--- config.mk ---
export PLATFORM = sky130hd
export DESIGN_NAME = lbc_mac
export DESIGN_NICKNAME = d
export VERILOG_FILES = /design/src/rtl/core/lbc_pkg.sv /design/src/rtl/core/lbc_mac.sv
export SDC_FILE = /design/constraint.sdc
export NUM_CORES = 2
export LEC_CHECK = 0
export CAP_MARGIN = 5
export CORE_MARGIN = 10
export CORE_UTILIZATION = 30
export DETAILED_ROUTE_END_ITERATION = 12
export DONT_BUFFER_PORTS = 1
export PLACE_DENSITY = 0.45
export SYNTH_ARGS = -nofsm -noshare
export SYNTH_HDL_FRONTEND = slang
export SYNTH_SLANG_ARGS = --single-unit
--- constraint.sdc ---
create_clock -name clock -period 15.4 [get_ports clock]
set_input_delay 3.08 -clock clock [delete_from_list [all_inputs] [get_ports clock]]
set_output_delay 3.08 -clock clock [all_outputs]
set_load 0.01 [all_outputs]
--- src/rtl/core/lbc_pkg.sv ---
// ----------------------------------------------------------------------------
// Line buffer convolution package
// Shared constants, types and register indexes of the streaming 2-D
// convolution block.
// ----------------------------------------------------------------------------
`default_nettype none

package lbc_pkg;

   localparam int KERNEL_DIM     = 3;
   localparam int LINE_CAP       = 1024;

   localparam int PIX_W          = 8;
   localparam int COEF_W         = 16;
   localparam int COEF_WORDS     = 4;
   localparam int COEFS_PER_WORD = 4;
   localparam int CSR_DATA_W     = 64;
   localparam int CSR_INDEX_W    = 3;
   localparam int WIDTH_W        = 11;
   localparam int HEIGHT_W       = 16;
   localparam int SHIFT_W        = 5;
   localparam int OUT_W          = 28;

   localparam int WIN_DEPTH      = KERNEL_DIM * KERNEL_DIM;
   localparam int COL_W          = $clog2(LINE_CAP + 1);
   localparam int ADDR_W         = $clog2(LINE_CAP);
   localparam int LINE_W         = (KERNEL_DIM - 1) * PIX_W;
   localparam int PROD_W         = PIX_W + 1 + COEF_W;
   localparam int ROW_W          = PROD_W + $clog2(KERNEL_DIM);
   localparam int SUM_W          = 32;

   localparam logic [WIDTH_W-1:0]  WIDTH_RESET  = 11'd1024;
   localparam logic [HEIGHT_W-1:0] HEIGHT_RESET = 16'd768;

   typedef enum logic [CSR_INDEX_W-1:0] {
      CSR_COEF_0 = 3'd0,
      CSR_COEF_1 = 3'd1,
      CSR_COEF_2 = 3'd2,
      CSR_COEF_3 = 3'd3,
      CSR_WIDTH  = 3'd4,
      CSR_HEIGHT = 3'd5,
      CSR_SHIFT  = 3'd6
   } csr_index_type;

   typedef logic [WIN_DEPTH-1:0][PIX_W-1:0]       win_type;
   typedef logic [COEF_WORDS-1:0][CSR_DATA_W-1:0] coef_set_type;

   // Valid and frame marker traveling with a window through the pipeline.
   typedef struct packed {
      logic valid;
      logic last;
   } ctrl_type;

endpackage

`default_nettype wire

--- src/rtl/core/lbc_mac.sv ---
// ----------------------------------------------------------------------------
// Convolution multiply-accumulate pipeline
// Multiplies the window by the kernel, adds rows, adds the rounding bias and
// shifts, with one register stage after each step.
// ----------------------------------------------------------------------------
`default_nettype none

module lbc_mac (
   input  wire logic                          clock,
   input  wire logic                          reset,
   input  wire lbc_pkg::ctrl_type             win_ctrl,
   input  wire lbc_pkg::win_type              win_pixels,
   output logic                               win_ready,
   input  wire lbc_pkg::coef_set_type         coef_words,
   input  wire logic [lbc_pkg::SHIFT_W-1:0]   shift_amt,
   output logic                               rsp_valid,
   input  wire logic                          rsp_ready,
   output logic signed [lbc_pkg::OUT_W-1:0]   rsp_conv_value,
   output logic                               rsp_frame_last
);

   import lbc_pkg::*;

   ctrl_type prod_ctrl_ff, row_ctrl_ff, sum_ctrl_ff, out_ctrl_ff;
   logic     prod_ready, row_ready, sum_ready, out_ready;

   logic signed [PROD_W-1:0] prod_ff [WIN_DEPTH];
   logic signed [PROD_W-1:0] prod_in [WIN_DEPTH];
   logic signed [ROW_W-1:0]  row_ff  [KERNEL_DIM];
   logic signed [ROW_W-1:0]  row_in  [KERNEL_DIM];
   logic signed [SUM_W-1:0]  sum_ff;
   logic signed [SUM_W-1:0]  sum_in;
   logic signed [SUM_W-1:0]  bias;
   logic signed [OUT_W-1:0]  out_ff;
   logic signed [SUM_W-1:0]  shifted;

   assign out_ready  = !out_ctrl_ff.valid || rsp_ready;
   assign sum_ready  = !sum_ctrl_ff.valid || out_ready;
   assign row_ready  = !row_ctrl_ff.valid || sum_ready;
   assign prod_ready = !prod_ctrl_ff.valid || row_ready;
   assign win_ready  = prod_ready;

   always_comb begin
      for (int k = 0; k < WIN_DEPTH; k++) begin
         prod_in[k] = PROD_W'($signed({1'b0, win_pixels[k]})) *
                      PROD_W'($signed(coef_words[k / COEFS_PER_WORD]
                                      [(k % COEFS_PER_WORD)*COEF_W +: COEF_W]));
      end
   end

   always_comb begin
      for (int r = 0; r < KERNEL_DIM; r++) begin
         row_in[r] = '0;
         for (int k = 0; k < KERNEL_DIM; k++) begin
            row_in[r] = row_in[r] + ROW_W'(prod_ff[r*KERNEL_DIM + k]);
         end
      end
   end

   // Rounding bias of half an output step when a shift is applied.
   always_comb begin
      bias = (shift_amt == '0) ? '0 : (SUM_W'(1) <<< (shift_amt - SHIFT_W'(1)));
      sum_in = bias;
      for (int r = 0; r < KERNEL_DIM; r++) begin
         sum_in = sum_in + SUM_W'(row_ff[r]);
      end
      shifted = sum_ff >>> shift_amt;
   end

   always_ff @(posedge clock) begin
      if (reset) begin
         prod_ctrl_ff <= '0;
         row_ctrl_ff  <= '0;
         sum_ctrl_ff  <= '0;
         out_ctrl_ff  <= '0;
      end else begin
         if (prod_ready) begin
            prod_ctrl_ff <= win_ctrl;
         end
         if (row_ready) begin
            row_ctrl_ff <= prod_ctrl_ff;
         end
         if (sum_ready) begin
            sum_ctrl_ff <= row_ctrl_ff;
         end
         if (out_ready) begin
            out_ctrl_ff <= sum_ctrl_ff;
         end
      end
   end

   always_ff @(posedge clock) begin
      if (prod_ready) begin
         prod_ff <= prod_in;
      end
      if (row_ready) begin
         row_ff <= row_in;
      end
      if (sum_ready) begin
         sum_ff <= sum_in;
      end
      if (out_ready) begin
         out_ff <= shifted[OUT_W-1:0];
      end
   end

   assign rsp_valid      = out_ctrl_ff.valid;
   assign rsp_frame_last = out_ctrl_ff.last;
   assign rsp_conv_value = out_ff;

endmodule

`default_nettype wire

---- Word-level counts from Yosys, hierarchy flattened ----
Index checks and enable logic that the tools add are counted.
cells by class
  add/sub/neg operators ................... 10
  multiply operators ...................... 9
  div/mod/pow operators ................... 0
  $lt $le $gt $ge ......................... 0
  equal/unequal tests ..................... 0
  shift operators ......................... 2
  mux-type cells .......................... 1
  bitwise gates (word level) .............. 0
  reduce and logical (&&, ||, !) cells .... 9
operators with widths
  operator                                            count
  multiplier 9 x 16 -> 25 bit                         9
  adder 32 x 27 -> 32 bit                             3
  adder 26 x 25 -> 27 bit                             3
  adder 25 x 25 -> 26 bit                             3
  2-to-1 mux 32 bit                                   1
  <<< shifter 1 x 5 -> 32 bit (first input constant)  1
  >>> shifter 32 x 5 -> 28 bit                        1
  zero test 5 bit                                     1
  subtractor 5 x 1 -> 5 bit (second input constant)   1
  zero test 1 bit                                     4
  logical OR 1 bit                                    4
storage, ports and cells
  register bits after elaboration ......... 374
  bits in latches ......................... 0
  bits in writable memories ............... 0
  ROM bits ................................ 0
  bits of input ports ..................... 338
  output and inout bits ................... 31
  memories ................................ 0

---- Logic depth before layout (Yosys ltp) ----
  depth after elaboration ................. 6
  gate-level depth with buffers ........... 20
  depth with buffers taken out ............ 19

---- Worst setup path after synthesis ----
No wires, ideal clock.
  path type ............................... input to output
  from .................................... in rsp_ready
  to ...................................... out win_ready
  arrival time ............................ 9697 ps
  required time ........................... 12320 ps
  slack ................................... 2623 ps
  cell stages on the path ................. 3
  buffers on the path ..................... 1
  cell sequence ........................... nor2b_1 clkbuf_1 nand4_1
on the way
  word-level cells in the longest chain between the ends .. 4
ends and longest elaborated chain
  what                RTL line       source
  start: declaration  lbc_mac.sv:17  input wire logic rsp_ready,
  logical OR 1 bit    lbc_mac.sv:37  assign out_ready = !out_ctrl_ff.valid || rsp_ready;
  logical OR 1 bit    lbc_mac.sv:38  assign sum_ready = !sum_ctrl_ff.valid || out_ready;
  logical OR 1 bit    lbc_mac.sv:39  assign row_ready = !row_ctrl_ff.valid || sum_ready;
  logical OR 1 bit    lbc_mac.sv:40  assign prod_ready = !prod_ctrl_ff.valid || row_ready;
  end: declaration    lbc_mac.sv:13  output logic win_ready,
No other way between the ends.

==> results_dict.tcl <==
set metrics [dict create \
    startpoint_type "input pin" \
    route.vias.total 41469 \
    rsz0062_at_grt "false" \
    vias_per_cell 4.60 \
    worst_slew_pin_slew_ns 0.970 \
    worstPathRequired_ns 15.72 \
    async_reset_ff_share_pct 0 \
    cpMostUsedCell "fa_1" \
    die_height_um 475 \
    timing.hold.ws_ns 0.448 \
    max_freq_ghz 0.134 \
    path_clk_slew_ns 0.06 \
    place_area_mm2 0.0650 \
    drive_gt1_share_pct 2.34 \
    grt_pass1_wl_um 252000 \
    die_x_um 475 \
    cts_root_buffer "clkbuf_16" \
    wl_per_cell_um 17.4 \
    status "finished clean" \
    dr.first_iter.drc_count 1939 \
    row_count 166 \
    grt_max_degree 76 \
    critical-path-slowest-cell "a2111oi_0" \
    numCtsBuffers 45 \
    fin_skew_ns 0.0281 \
    synth_edf_count 366 \
    grt-ovfl-total 0 \
    crit_arrival_ns 7.79 \
    hpwlAfterDp_um 131000 \
    fin_nets 8247 \
    final_area_mm2 0.0663 \
    netlist.area_leader.share_pct 34.0 \
    period_share_pct 48.5 \
    cts_sinks 374 \
    syn_avg_cell_area_um2 9.74 \
    insertion_delay_ns 0.61 \
    start_util_pct 30.2 \
    hold_buffers 0 \
    final_core_util_pct 32.3 \
    mappedNetlistArea_mm2 0.0620 \
    maxSlewHeadroom_pct 35.3 \
    synthTopCellsByArea "fa_1 34%, edfxtp_1 18%, ha_1 11%" \
    fin_tns_setup_ns 0 \
    synth_cell_types 84 \
    syn_inst 6371 \
    yosysTopAreaCell "fa_1" \
    end_kind "register" \
    ant_nets 0 \
    finalCriticalPeriod_ns 7.47 \
    cts_tree "done" \
    drv_cap 0 \
    grt_pass1_vias 44602 \
    drt-total-wl_um 157000 \
    setup_viol 0 \
    path_max_fanout 8 \
    cp_slowest_stage_delay_ns 0.64 \
    ys_ff_latch 374 \
    fill_cells 21430 \
    slew_viol_final 0 \
    clockBufferDepth 3 \
    synth-warning-count 0 \
    antenna_found_initial 7 \
    area_delta_synth_final_pct 6.94 \
    crit_chain "nand2_1 -> fa_1 -> inv_1 -> fa_1 -> fa_1 -> inv_1 -> fa_1 -> inv_1 -> ha_1 -> a2111oi_0 -> o21ai_1 -> nor3b_1 -> o21bai_1 -> a21oi_1 -> o21a_1 -> nor2_1 -> xnor2_1" \
    drcViolationCount 0 \
    ios 369 \
    syn_nets 8320 \
    htree_levels 2 \
    hold_class "reg2reg" \
    postCtsResizedCells 0 \
    io_buffers 0 \
    crit_type "in2reg" \
    grt_util_all_layers_pct 14.0 \
    place_congestion 0.797 \
    hold_viol_final 0 \
    core_mm2 0.205 \
    seq_area_frac_synth_pct 18.0 \
    post_cts_buffers 0 \
    die_area_mm2 0.225 \
    synth_ff_type "edfxtp_1" \
    dr.pass1.iters 5 \
]
## critical path, delay by kind of cell
kind	cells	cell delay, ns
compound gates	5	1.46
xor+xnor	1	0.28
fa+ha+maj	5	2.39
buf+inv	3	0.17
simple gates	3	0.41
## layout make-up
class                   count  area (µm²)  area share, %
flip-flops and latches    374       11200           16.8
repair buffers             10        75.1          0.113
diodes                      4        10.0         0.0151
well taps                2688        3360           5.07
multi-input cells        4435       45000           67.9
clock buffers              50        1140           1.73
clock inverters            27         203          0.306
inverters                1432        5380           8.10
## cells in the mapped netlist, drive strengths merged (6+ instances only)
cell and count:
a21boi 7, o21ai 152, or3 6, o21bai 29, nand4 19, o31a 9, clkbuf 113, nor2 175
o21a 53, xor2 85, a211o 12, and3 21, buf 17, nand2 631, o211ai 21, a221oi 7
or2 13, a31oi 29, a2111oi 9, nand2b 34, mux2i 45, mux2 16, nor2b 31, nand3 51
inv 1432, ha 557, fa 1054, dfxtp 8, xnor2 205, o31ai 16, a21o 105, a21oi 252
o22ai 6, edfxtp 366, nor3 25, mux4 9, and2 650, a211oi 39
## placed cells by master, fill, tap and decap left out, types with 19 or more instances in the layout
cell,instances
inv_1,1430
fa_1,1054
and2_1,650
nand2_1,631
ha_1,557
edfxtp_1,366
a21oi_1,248
xnor2_1,205
nor2_1,175
o21ai_0,117
a21o_1,104
xor2_1,85
o21a_1,53
nand3_1,50
mux2i_1,45
clkbuf_16,45
a211oi_1,36
nand2b_1,34
o21ai_1,33
nor2b_1,31
o21bai_1,29
a31oi_1,26
nor3_1,25
o211ai_1,21
and3_1,20
nand4_1,19
## final timing paths
kind | start | slack, ns | to | cells past startpoint
min reg2reg | prod_ctrl_ff[1] | 0.45 | row_ctrl_ff[1] | 2
max | coef_words[88] | 7.93 | prod_ff[98] | 17
min | prod_ctrl_ff[1] | 0.45 | row_ctrl_ff[1] | 2
max reg2reg | row_ff[1] | 11.03 | sum_ff[29] | 13
## metal layers
layer / vias to the layer above / wire (µm) / part of all wire [%] / track usage (%)
li1: 19742 / - / - / -
met1: 20983 / 75900 / 48 / 20.1
met2: 629 / 70800 / 45 / 22.5
met3: 115 / 7670 / 4.9 / 2.49
met4: 0 / 2130 / 1.4 / 2.08
met5: - / 0 / 0 / 0
## state kept, by name, summed over array words and instances (netlist names)
register        flops
row_ff             81
sum_ctrl_ff         2
rsp_conv_value     28
row_ctrl_ff         2
sum_ff             32
rsp_valid           1
prod_ff           225
prod_ctrl_ff        2
rsp_frame_last      1
## cell families (layout without fill, tap and decap cells)
| family | Yosys count | in the layout | synth area share [%] |
|---|---|---|---|
| muxes | 70 | 70 | 1.34 |
| AOI/OAI and AO/OA | 787 | 787 | 8.31 |
| and+or+nand+nor | 1677 | 1677 | 13.6 |
| adders and majority gates | 1611 | 1611 | 45.2 |
| other | 0 | 4 | 0 |
| DFF | 374 | 374 | 18.0 |
| buffers and inverters | 1562 | 1519 | 9.47 |
| xor gates and xnor gates | 290 | 290 | 4.09 |
## per-stage QoR
step	setup WS, ns	cells
after floorplan	2.62	6371
after global placement	7.38	8939
after detailed placement	7.38	8939
after CTS	7.99	9016
after global routing	7.66	9017
final	7.93	9020
Power is left out: the tool's default activity adds up to more than one toggle a clock period on the data nets, which glitch-free logic cannot reach.
